==> src/rtl/core/rhd_pkg.sv <==
package rhd_pkg;

	localparam int NUM_REGS     = 32;
	localparam int INDEX_BITS   = 16;
	localparam int REG_BITS     = 5;
	localparam int REG_IDX_BITS = (NUM_REGS > 1) ? $clog2(NUM_REGS) : 1;
	localparam int NUM_SLOTS    = 3;
	localparam int SLOT_BITS    = $clog2(NUM_SLOTS);
	localparam int FIFO_DEPTH   = 2;

	typedef enum logic [1:0] {
		CLS_R     = 2'd0,
		CLS_I     = 2'd1,
		CLS_J     = 2'd2,
		CLS_OTHER = 2'd3
	} inst_class_t;

	typedef enum logic [1:0] {
		ACC_NONE  = 2'd0,
		ACC_READ  = 2'd1,
		ACC_WRITE = 2'd2
	} access_t;

	typedef enum logic [1:0] {
		HZ_RAW = 2'd0,
		HZ_WAR = 2'd1,
		HZ_WAW = 2'd2
	} hazard_t;

	typedef logic [REG_BITS-1:0]   reg_num_t;
	typedef logic [INDEX_BITS-1:0] index_t;

	typedef struct packed {
		inst_class_t inst_class;
		reg_num_t    src_reg_s;
		reg_num_t    src_reg_t;
		reg_num_t    dest_reg_d;
		logic        uses_s;
		logic        uses_t;
		logic        uses_d;
	} inst_t;

	typedef struct packed {
		hazard_t  hazard_kind;
		reg_num_t hazard_reg;
		index_t   earlier_index;
		index_t   later_index;
		logic     last_of_item;
	} rec_t;

	// one record moving between the front, the queue and the output stage
	typedef struct packed {
		logic valid;
		rec_t rec;
	} rec_beat_t;

endpackage

==> src/rtl/core/rhd_front.sv <==
module rhd_front (
	input  logic              clk,
	input  logic              arst_n,
	input  logic              inst_valid,
	output logic              inst_ready,
	input  rhd_pkg::inst_t    inst,
	output rhd_pkg::rec_beat_t push,
	input  logic              q_full
);
	import rhd_pkg::*;

	// slot 1 is the write access, slots 0 and 2 are reads
	localparam logic [NUM_SLOTS-1:0] SLOT_WRITE = 3'b010;

	access_t  kind_q     [NUM_REGS];
	index_t   last_idx_q [NUM_REGS];
	index_t   count_q;

	index_t                cur_s1;
	reg_num_t              slot_reg_s1 [NUM_SLOTS];
	logic [NUM_SLOTS-1:0]  mask_s1;

	rec_t held_q;
	logic held_v_q;
	logic held_done_q;

	logic [NUM_SLOTS-1:0]    dec_mask;
	logic [NUM_SLOTS-1:0]    sel_oh;
	logic [NUM_SLOTS-1:0]    mask_next;
	logic [SLOT_BITS-1:0]    sel;
	logic [REG_IDX_BITS-1:0] ti;
	reg_num_t                sel_reg;
	logic                    sel_wr;
	access_t                 prev;
	rec_t                    new_rec;
	logic busy, hit, push_need, stall, step, last_step, accept;

	function automatic logic in_range(reg_num_t r);
		return int'(r) < NUM_REGS;
	endfunction

	// decode the accesses this instruction makes
	always_comb begin
		dec_mask[0] = (inst.inst_class == CLS_R || inst.inst_class == CLS_I)
			&& inst.uses_s && in_range(inst.src_reg_s);
		dec_mask[1] = (inst.inst_class == CLS_R && inst.uses_d && in_range(inst.dest_reg_d))
			|| (inst.inst_class == CLS_I && inst.uses_t && in_range(inst.src_reg_t));
		dec_mask[2] = inst.inst_class == CLS_R && inst.uses_t && in_range(inst.src_reg_t);
	end

	// pick the lowest pending access
	always_comb begin
		sel    = '0;
		sel_oh = '0;
		for (int i = NUM_SLOTS - 1; i >= 0; i--) begin
			if (mask_s1[i]) begin
				sel    = SLOT_BITS'(i);
				sel_oh = NUM_SLOTS'(1) << i;
			end
		end
	end

	always_comb begin
		busy      = |mask_s1;
		sel_reg   = slot_reg_s1[sel];
		sel_wr    = SLOT_WRITE[sel];
		ti        = REG_IDX_BITS'(sel_reg);
		prev      = kind_q[ti];
		hit       = busy && (prev == ACC_WRITE || (prev == ACC_READ && sel_wr));

		new_rec.hazard_kind   = (prev == ACC_WRITE) ? (sel_wr ? HZ_WAW : HZ_RAW) : HZ_WAR;
		new_rec.hazard_reg    = sel_reg;
		new_rec.earlier_index = last_idx_q[ti];
		new_rec.later_index   = cur_s1;
		new_rec.last_of_item  = 1'b0;

		// the held record leaves once the next one is known or its item is done
		push_need = held_v_q && (held_done_q || hit);
		stall     = push_need && q_full;
		step      = busy && !stall;
		mask_next = mask_s1 & ~sel_oh;
		last_step = step && (mask_next == '0);

		inst_ready = !busy || last_step;
		accept     = inst_valid && inst_ready;

		push.valid            = push_need && !stall;
		push.rec              = held_q;
		push.rec.last_of_item = held_done_q;
	end

	always_ff @(posedge clk or negedge arst_n) begin
		if (!arst_n) begin
			for (int i = 0; i < NUM_REGS; i++) begin
				kind_q[i] <= ACC_NONE;
			end
			count_q     <= '0;
			mask_s1     <= '0;
			held_v_q    <= 1'b0;
			held_done_q <= 1'b0;
		end else begin
			if (step) begin
				kind_q[ti] <= sel_wr ? ACC_WRITE : ACC_READ;
			end
			if (accept) begin
				mask_s1 <= dec_mask;
				if (count_q != '1) begin
					count_q <= count_q + 1'b1;
				end
			end else if (step) begin
				mask_s1 <= mask_next;
			end
			if (!stall) begin
				if (hit) begin
					held_v_q    <= 1'b1;
					held_done_q <= last_step;
				end else if (push_need) begin
					held_v_q    <= 1'b0;
					held_done_q <= 1'b0;
				end else if (last_step && held_v_q) begin
					held_done_q <= 1'b1;
				end
			end
		end
	end

	always_ff @(posedge clk) begin
		if (step) begin
			last_idx_q[ti] <= cur_s1;
		end
		if (hit && !stall) begin
			held_q <= new_rec;
		end
		if (accept) begin
			cur_s1         <= count_q;
			slot_reg_s1[0] <= inst.src_reg_s;
			slot_reg_s1[1] <= (inst.inst_class == CLS_R) ? inst.dest_reg_d : inst.src_reg_t;
			slot_reg_s1[2] <= inst.src_reg_t;
		end
	end

endmodule

==> src/rtl/core/rhd_fifo.sv <==
module rhd_fifo (
	input  logic               clk,
	input  logic               arst_n,
	input  rhd_pkg::rec_beat_t push,
	output logic               full,
	output rhd_pkg::rec_beat_t head,
	input  logic               pop
);
	import rhd_pkg::*;

	localparam int PTR_BITS = (FIFO_DEPTH > 1) ? $clog2(FIFO_DEPTH) : 1;
	localparam int CNT_BITS = $clog2(FIFO_DEPTH + 1);

	rec_t                mem_q [FIFO_DEPTH];
	logic [PTR_BITS-1:0] wr_ptr_q;
	logic [PTR_BITS-1:0] rd_ptr_q;
	logic [CNT_BITS-1:0] count_q;
	logic                do_push;
	logic                do_pop;

	function automatic logic [PTR_BITS-1:0] ptr_inc(logic [PTR_BITS-1:0] p);
		return (p == PTR_BITS'(FIFO_DEPTH - 1)) ? '0 : p + 1'b1;
	endfunction

	always_comb begin
		full       = count_q == CNT_BITS'(FIFO_DEPTH);
		head.valid = count_q != '0;
		head.rec   = mem_q[rd_ptr_q];
		do_push    = push.valid && !full;
		do_pop     = pop && head.valid;
	end

	always_ff @(posedge clk or negedge arst_n) begin
		if (!arst_n) begin
			wr_ptr_q <= '0;
			rd_ptr_q <= '0;
			count_q  <= '0;
		end else begin
			if (do_push) begin
				wr_ptr_q <= ptr_inc(wr_ptr_q);
			end
			if (do_pop) begin
				rd_ptr_q <= ptr_inc(rd_ptr_q);
			end
			if (do_push && !do_pop) begin
				count_q <= count_q + 1'b1;
			end else if (do_pop && !do_push) begin
				count_q <= count_q - 1'b1;
			end
		end
	end

	always_ff @(posedge clk) begin
		if (do_push) begin
			mem_q[wr_ptr_q] <= push.rec;
		end
	end

endmodule

==> src/rtl/core/rhd_back.sv <==
module rhd_back (
	input  logic               clk,
	input  logic               arst_n,
	input  rhd_pkg::rec_beat_t head,
	output logic               pop,
	output logic               rec_valid,
	input  logic               rec_ready,
	output rhd_pkg::rec_t      rec
);
	import rhd_pkg::*;

	logic out_v_q;
	rec_t out_q;

	always_comb begin
		pop       = head.valid && (!out_v_q || rec_ready);
		rec_valid = out_v_q;
		rec       = out_q;
	end

	always_ff @(posedge clk or negedge arst_n) begin
		if (!arst_n) begin
			out_v_q <= 1'b0;
		end else if (pop) begin
			out_v_q <= 1'b1;
		end else if (rec_ready) begin
			out_v_q <= 1'b0;
		end
	end

	always_ff @(posedge clk) begin
		if (pop) begin
			out_q <= head.rec;
		end
	end

endmodule

==> src/rtl/core/register_hazard_detector_top.sv <==
// a record passes the front's held record register and the queue before the output register
// throughput: one register access (rs, rd, rt) checked per cycle while the queue is not full;
//   a new instruction is taken at the last check; one record leaves per cycle while rec_ready
// the access-kind table is a flip-flop array read and updated at one register per unstalled cycle
// reset: arst_n clears the access-kind table, the instruction counter, the queue and the output
//   valid at once; the last-index table is not cleared and is read only after a write
module register_hazard_detector_top (
	input  logic           clk,
	input  logic           arst_n,
	input  logic           inst_valid,
	output logic           inst_ready,
	input  rhd_pkg::inst_t inst,
	output logic           rec_valid,
	input  logic           rec_ready,
	output rhd_pkg::rec_t  rec
);
	import rhd_pkg::*;

	// front to queue: one record beat per cycle at most
	rec_beat_t push;
	logic      q_full;
	// queue to output stage
	rec_beat_t head;
	logic      pop;

	// front: takes instructions, walks their accesses against the
	// per-register table, holds back one record so the last of an
	// instruction can be marked before it goes out
	rhd_front u_front (
		.clk        (clk),
		.arst_n     (arst_n),
		.inst_valid (inst_valid),
		.inst_ready (inst_ready),
		.inst       (inst),
		.push       (push),
		.q_full     (q_full)
	);

	// short record queue so the front keeps running while the sink stalls
	rhd_fifo u_fifo (
		.clk    (clk),
		.arst_n (arst_n),
		.push   (push),
		.full   (q_full),
		.head   (head),
		.pop    (pop)
	);

	// back: registered output beat
	rhd_back u_back (
		.clk       (clk),
		.arst_n    (arst_n),
		.head      (head),
		.pop       (pop),
		.rec_valid (rec_valid),
		.rec_ready (rec_ready),
		.rec       (rec)
	);

endmodule

==> config.mk <==
export PLATFORM = sky130hd
export DESIGN_NAME = register_hazard_detector_top
export DESIGN_NICKNAME = d
export VERILOG_FILES = /design/src/rtl/core/rhd_pkg.sv /design/src/rtl/core/rhd_front.sv /design/src/rtl/core/rhd_fifo.sv /design/src/rtl/core/rhd_back.sv /design/src/rtl/core/register_hazard_detector_top.sv
export SDC_FILE = /design/constraint.sdc
export NUM_CORES = 1
export LEC_CHECK = 0
export BUFFER_PORTS_ARGS = -buffer_cell sky130_fd_sc_hd__buf_2
export CORE_UTILIZATION = 45
export DETAILED_ROUTE_END_ITERATION = 6
export GPL_TIMING_DRIVEN = 0
export HOLD_SLACK_MARGIN = 0.05
export SYNTH_ARGS = -nofsm -noshare
export SYNTH_HDL_FRONTEND = slang
export SYNTH_HIERARCHICAL = 1
export SYNTH_SLANG_ARGS = --single-unit
==> constraint.sdc <==
create_clock -name clk -period 8.3 [get_ports clk]
set_input_delay 1.66 -clock clk [delete_from_list [all_inputs] [get_ports clk]]
set_output_delay 1.66 -clock clk [all_outputs]
set_load 0.005 [all_outputs]
Yosys cells after proc, flatten, opt, wreduce, memory -nomap -nowiden
Memories as Yosys holds them, arrays and structs flattened. A register that Yosys moved wholly into a read port is not among the register bits.
Index checks and enable logic that the tools add are counted.
Widths: inputs -> output; s select.

cells by class
  $add $sub $neg = 5
  order comparisons = 3
  equality and inequality tests = 5
  multiplexer cells = 36
  bitwise operators = 4
  reductions and logical operators = 44

operators with widths
  operator               count
  $bwmux 64              1
  $logic_and 1x1->1      20
  $mux 2                 10
  $add 16x1->16 const B  1
  $mux 1                 16
  $ne 16x16->1 const B   1
  $mux 3                 5
  $bmux 2 s5             1
  $demux 2 s5            1
  $reduce_bool 2->1      5
  $ge 6x6->1 const B     1
  $logic_not 1->1        6
  $logic_or 1x1->1       6
  $lt 6x1->1 const B     1
  $not 5->6              1
  $reduce_and 2->1       3
  $mux 5                 1
  $eq 2x1->1 const B     2
  $eq 2x2->1 const B     2
  $and 3x3->3            1
  $logic_not 3->1        1
  $lt 2x3->1 const B     1
  $not 3->3              1
  $reduce_bool 3->1      1
  7 further kinds        8

word-level totals
  register bits = 129
  RAM bits = 607
  bits of input ports = 24
  output and inout port bits = 42
  logic and storage cells = 144
  memories = 3

memory list
  name                 words  bits a word  rd ports  clocked after memory_dff  write ports  RTL line         RTL
  u_front.last_idx_q   32     16           1         1                         1            rhd_front.sv:16  index_t last_idx_q [NUM_REGS];
  u_fifo.mem_q         2      40           1         1                         1            rhd_fifo.sv:14   rec_t mem_q [FIFO_DEPTH];
  u_front.slot_reg_s1  3      5            1         0                         3            rhd_front.sv:20  reg_num_t slot_reg_s1 [NUM_SLOTS];

Depth between registers and ports, before layout
An unclocked memory read counts as a cell.

  depth after elaboration = 22
  gate-level depth with buffers = 20
  mapped depth without buffers = 16

Cells and area by module
The synthesis kept the hierarchy.

modules (own cells, without submodules)
  module     times used  cells each  area each (µm²)  seq. area each (µm²)
  rhd_front  1           1,297       25,892.3         19,603.8
  rhd_fifo   1           144         3,290.7          2,502.4
  rhd_back   1           44          1,244.9          1,226.2

Least setup slack after synthesis
OpenSTA, ideal clock, no wires.

  path kind = register to register
  start = reg u_front.mask_s1[1]
  end = mem u_fifo/mem_q[0][0] (netlist name), enable pin
  library setup time = 0.437 ns
  data arrival time = 4.803 ns
  data required time = 7.863 ns
  setup slack = 3.060 ns
  stages on the path, launching flop included = 14
  buffers on the path = 1
  period minus slack after synthesis = 5.240 ns
  cells stage by stage = dfrtp_1 > buf_6 > or4b_1 > o221ai_2 > inv_4 > nand3_2 > o22ai_1 > or4_1 > a2111oi_0 > mux2_2 > nand2_1 > a21oi_1 > nand2_1 > nor2_1

RTL lines
  element                 RTL line          RTL
  from (decl)             rhd_front.sv:21   logic [NUM_SLOTS-1:0] mask_s1;
  from (signal assigned)  rhd_front.sv:106  mask_s1 <= dec_mask;
  from (signal assigned)  rhd_front.sv:111  mask_s1 <= mask_next;
  to (decl)               rhd_fifo.sv:14

Worst setup path in the final report
  start = reg u_front.mask_s1[0]
  end = out inst_ready

between the ends
  longest elaborated chain between the ends = 17
  elaborated cells on any way between the ends = 26
  classes of those cells = eq/ne (2); mux (7); bitwise (3); reduce/logical (13); memory (1)

ends and longest elaborated chain
  element                                    RTL line                            RTL
  $mux 2                                     rhd_front.sv:56                     if (mask_s1[i]) begin
  $mem_v2 3x5                                --
  $not 5->6 (implied by the code)            rhd_front.sv:68                     prev = kind_q[ti];
  $bmux 2 s5                                 rhd_front.sv:68
  $mux 2 (implied by the code) (2 in a row)  rhd_front.sv:68
  $eq 2x1->1                                 rhd_front.sv:69                     hit = busy && (prev == ACC_WRITE || (prev == ACC_READ && sel_wr));
  $logic_and 1x1->1                          rhd_front.sv:69
  $logic_or 1x1->1                           rhd_front.sv:69
  $logic_and 1x1->1                          rhd_front.sv:69
  $logic_or 1x1->1                           rhd_front.sv:78                     push_need = held_v_q && (held_done_q || hit);
  $logic_and 1x1->1                          rhd_front.sv:78
  $logic_and 1x1->1                          rhd_front.sv:79                     stall = push_need && q_full;
  $logic_not 1->1                            rhd_front.sv:80                     step = busy && !stall;
  $logic_and 1x1->1                          rhd_front.sv:80
  $logic_and 1x1->1                          rhd_front.sv:82                     last_step = step && (mask_next == '0);
  $logic_or 1x1->1 *                         rhd_front.sv:84                     inst_ready = !busy || last_step;
  to (decl)                                  register_hazard_detector_top.sv:11  output logic inst_ready,

Mark *: on every way between the ends. The rest lies on a longest branch, timed or not. The select of a mux whose other input is x is not followed.

==> impl_metrics.tcl <==
set metrics [dict create \
    coreArea_um2 66300 \
    design.die.area_um2 68700 \
    cellPowerDensity_nw_per_um2 352 \
    wl_mm 74.5 \
    nets 1674 \
    overflow 0 \
    root_buffer "clkbuf_16" \
    grt_pass1_vias 15130 \
    post_cts_buffers 0 \
    initial_core_util 0.459 \
    min_period_ns 7.04 \
    die_w_um 262 \
    critPathKind "flip-flop to primary output" \
    p_comb_frac 0.237 \
    die_h_um 262 \
    synthFlopType "edfxtp_1" \
    post_cts_resized 0 \
    syn_area_um2 30400 \
    antenna_found_initial 4 \
    path_cells "nand2b_1 -> buf_2 -> o221ai_1 -> inv_2 -> buf_6 -> clkbuf_1 -> nand2_1 -> a21oi_1 -> nor4_1 -> o21ai_0 -> mux2_2 -> o21ai_2 -> buf_2 -> a21boi_0 -> a221oi_1 -> buf_2" \
    num_vias 15329 \
    rsz0062_at_grt "false" \
    synth_nets 1511 \
    critical_path.top_delay_family "compound AO/OA/AOI/OAI gates" \
    gp_congestion 0.910 \
    holdCritPathClass "flip-flop to flip-flop" \
    critPathLaunchType "flip-flop" \
    yosys_warnings 6 \
    grt_pass1_wl_mm 106 \
    setup_viol 0 \
    worstMarginPinSlew_ns 1.46 \
    slew_headroom 0.0197 \
    grtUsageTotal 0.221 \
    clockBufferDepth 3 \
    switching_share 0.296 \
    viasPerCell 5.94 \
    worst_clock_skew_ns 0.0232 \
    synth-async-reset-ratio 0.114 \
    areaGrowthSynthToFinish_pct 14.7 \
    numCtsBuffers 80 \
    cp.required_ns 6.64 \
    cts_tree "yes" \
    path_common_cell "buf_2" \
    port_buffers 65 \
    fin_cells 2580 \
    pin_count 66 \
    clock-sinks 792 \
    p_leak_nw 12.1 \
    layout-drive-gt1-share 0.281 \
    avgSynthCellArea_um2 20.5 \
    synthDistinctLibCells 63 \
    ctsHoldBuffers 0 \
    max-cap-violations 0 \
    crit_path_max_fanout 10 \
    setup-tns-final_ns 0 \
    avgRoutedWirePerCell_um 28.9 \
    post-place-cells 2428 \
    status "finished, final reports clean" \
    switchingPower_mw 3.64 \
    post-synth-top-area-cell "edfxtp_1" \
    path_buf_inv 6 \
    synth_edf_count 702 \
    fin_ws_ns 1.26 \
    detail_route.first_pass.iterations 5 \
    post-dp-hpwl_mm 47.7 \
    worstPathArrival_ns 5.38 \
    fin_hold_ws_ns 0.439 \
    ys_seq_area_frac 0.767 \
    clock_latency_ns 0.62 \
    fillers 5185 \
    postSynthCellCount 1485 \
    critical_path.slowest_cell "mux2_2" \
    h-tree-depth 3 \
    yosys-top-cells-area "edfxtp_1 69%, mux4_2 9.8%, dfrtp_1 7.4%" \
    placementRows 94 \
    clkTransAtPathRegs_ns 0.06 \
    end_kind "primary output" \
    grt_max_degree 69 \
    drt-initial-drc-count 1684 \
    route.antenna.remaining_nets 0 \
    synth-seq-cells 792 \
    pwr-share-seq 0.464 \
    hold_viol_final 0 \
    slew_viol_final 0 \
    clkPwrFrac 0.299 \
    final_util 0.526 \
    synth_top_area_frac 0.693 \
    drcViolationCount 0 \
    fmax_mhz 142 \
    peakVddDrop_uv 177 \
    cellInternalPower_mw 8.65 \
    slowest_delay_ns 0.49 \
    min_period_over_period 0.848 \
    place_ws_ns 1.96 \
]
-- metal layers --
| layer | routed length, µm | share of wire | vias up | track usage |
|---|---|---|---|---|
| li1 | - | - | 6356 | - |
| met1 | 31300 | 0.42 | 8168 | 0.314 |
| met2 | 34900 | 0.47 | 718 | 0.341 |
| met3 | 6790 | 0.091 | 85 | 0.0551 |
| met4 | 1520 | 0.020 | 2 | 0.0629 |
| met5 | 19 | 0.00025 | - | 0 |
-- cells by family after synthesis --
| logic type | Yosys count | synth area share |
|---|---|---|
| and+or+nand+nor | 188 | 0.0302 |
| DFF | 792 | 0.767 |
| muxes | 261 | 0.150 |
| xor gates and xnor gates | 20 | 0.00576 |
| adders and majority gates | 3 | 0.00115 |
| AOI/OAI and AO/OA | 114 | 0.0287 |
| buffers and inverters | 107 | 0.0174 |
-- synth_stat cells, types with 5 or more instances --
| library cell | number |
|---|---|
| o22ai_1 | 5 |
| nand4_1 | 20 |
| buf_1 | 15 |
| a22oi_1 | 64 |
| a21oi_1 | 13 |
| clkbuf_1 | 32 |
| mux2_2 | 71 |
| buf_2 | 7 |
| mux4_2 | 133 |
| nand2b_1 | 9 |
| inv_1 | 37 |
| mux2_4 | 39 |
| buf_6 | 5 |
| nand2_1 | 60 |
| nor3_1 | 10 |
| nand3_1 | 14 |
| mux2i_1 | 15 |
| xnor2_1 | 8 |
| dfrtp_1 | 90 |
| o21ai_0 | 5 |
| xor2_1 | 12 |
| edfxtp_1 | 702 |
| nor2_1 | 45 |
-- registers in the layout, indices dropped and copies added, names as in the netlist --
name                 cells
u_back/rec              40
u_back/rec_valid         1
u_fifo/count_q           2
u_fifo/mem_q            80
u_fifo/rd_ptr_q          1
u_fifo/wr_ptr_q          1
u_front/count_q         16
u_front/cur_s1          16
u_front/held_done_q      1
u_front/held_v_q         1
u_front/kind_q          64
u_front/last_idx_q     512
u_front/mask_s1          3
u_front/push            39
u_front/slot_reg_s1     15
-- cells in the final DEF, fill, tap and decap left out, types with 13 or more instances in the layout --
cell type  instances
inv_1             36
a22oi_1           64
dfrtp_1           90
nand2_1           60
mux2i_1           15
clkbuf_16         85
nor2_1            43
mux2_4            39
a21oi_1           13
nand3_1           14
nand4_1           20
buf_2             71
edfxtp_1         702
clkinv_1          17
buf_1             13
mux4_2           133
clkbuf_1          53
mux2_2            71
-- worst register-to-register path, cell delays in order (launching register included) --
cell	delay [ns]
dfrtp_1	0.45
nand2b_1	0.13
buf_2	0.23
o221ai_1	0.22
inv_2	0.23
buf_6	0.22
clkbuf_1	0.47
nand2_1	0.11
a21oi_1	0.24
nor4_1	0.08
o21ai_0	0.47
mux2_2	0.50
o21ai_2	0.47
buf_2	0.34
nand2_1	0.17
inv_1	0.83
-- power groups by stage --
stage	clock [mW]	combinational, mW	sequential, mW
finish	3.68	2.91	5.71
global route	3.89	3.06	5.78
CTS	3.74	2.87	5.72
detailed placement	0	2.87	5.80
global placement	0	2.70	5.83
floorplan	0	1.73	5.61
-- through the flow --
step / area [µm²] / total power [mW]
after floorplan: 30400 / 7.34
after global placement: 31800 / 8.52
after detailed placement: 32200 / 8.67
after CTS: 34900 / 12.3
after global routing: 34900 / 12.7
final: 34900 / 12.3
-- final timing paths --
kind / from / cells past startpoint / slack (ns) / end
worst max register to register: u_front/mask_s1[0] / 15 / 2.73 / u_front/last_idx_q[28][7]
worst min register to register: u_front/push[31] / 0 / 0.44 / u_fifo/mem_q[1][31]
max in group asynchronous: arst_n / 2 / 6.68 / u_front/count_q[7]
worst min-delay path: u_front/push[31] / 0 / 0.44 / u_fifo/mem_q[1][31]
worst max-delay path: u_front/mask_s1[0] / 16 / 1.26 / inst_ready
min in group asynchronous: arst_n / 1 / 0.94 / u_fifo/count_q[1]
-- cell type report --
class,instances,area [µm²],area share
Sequential cell,792,23300,0.668
Multi-Input combinational cell,586,6610,0.189
Timing Repair Buffer,81,657,0.0188
Tap cell,864,1080,0.0310
Clock buffer,110,2250,0.0645
Inverter,41,159,0.00455
Clock inverter,39,448,0.0128
Buffer,66,374,0.0107
Antenna cell,1,2.50,0.0000717
(Power assumes the default switching activity.)
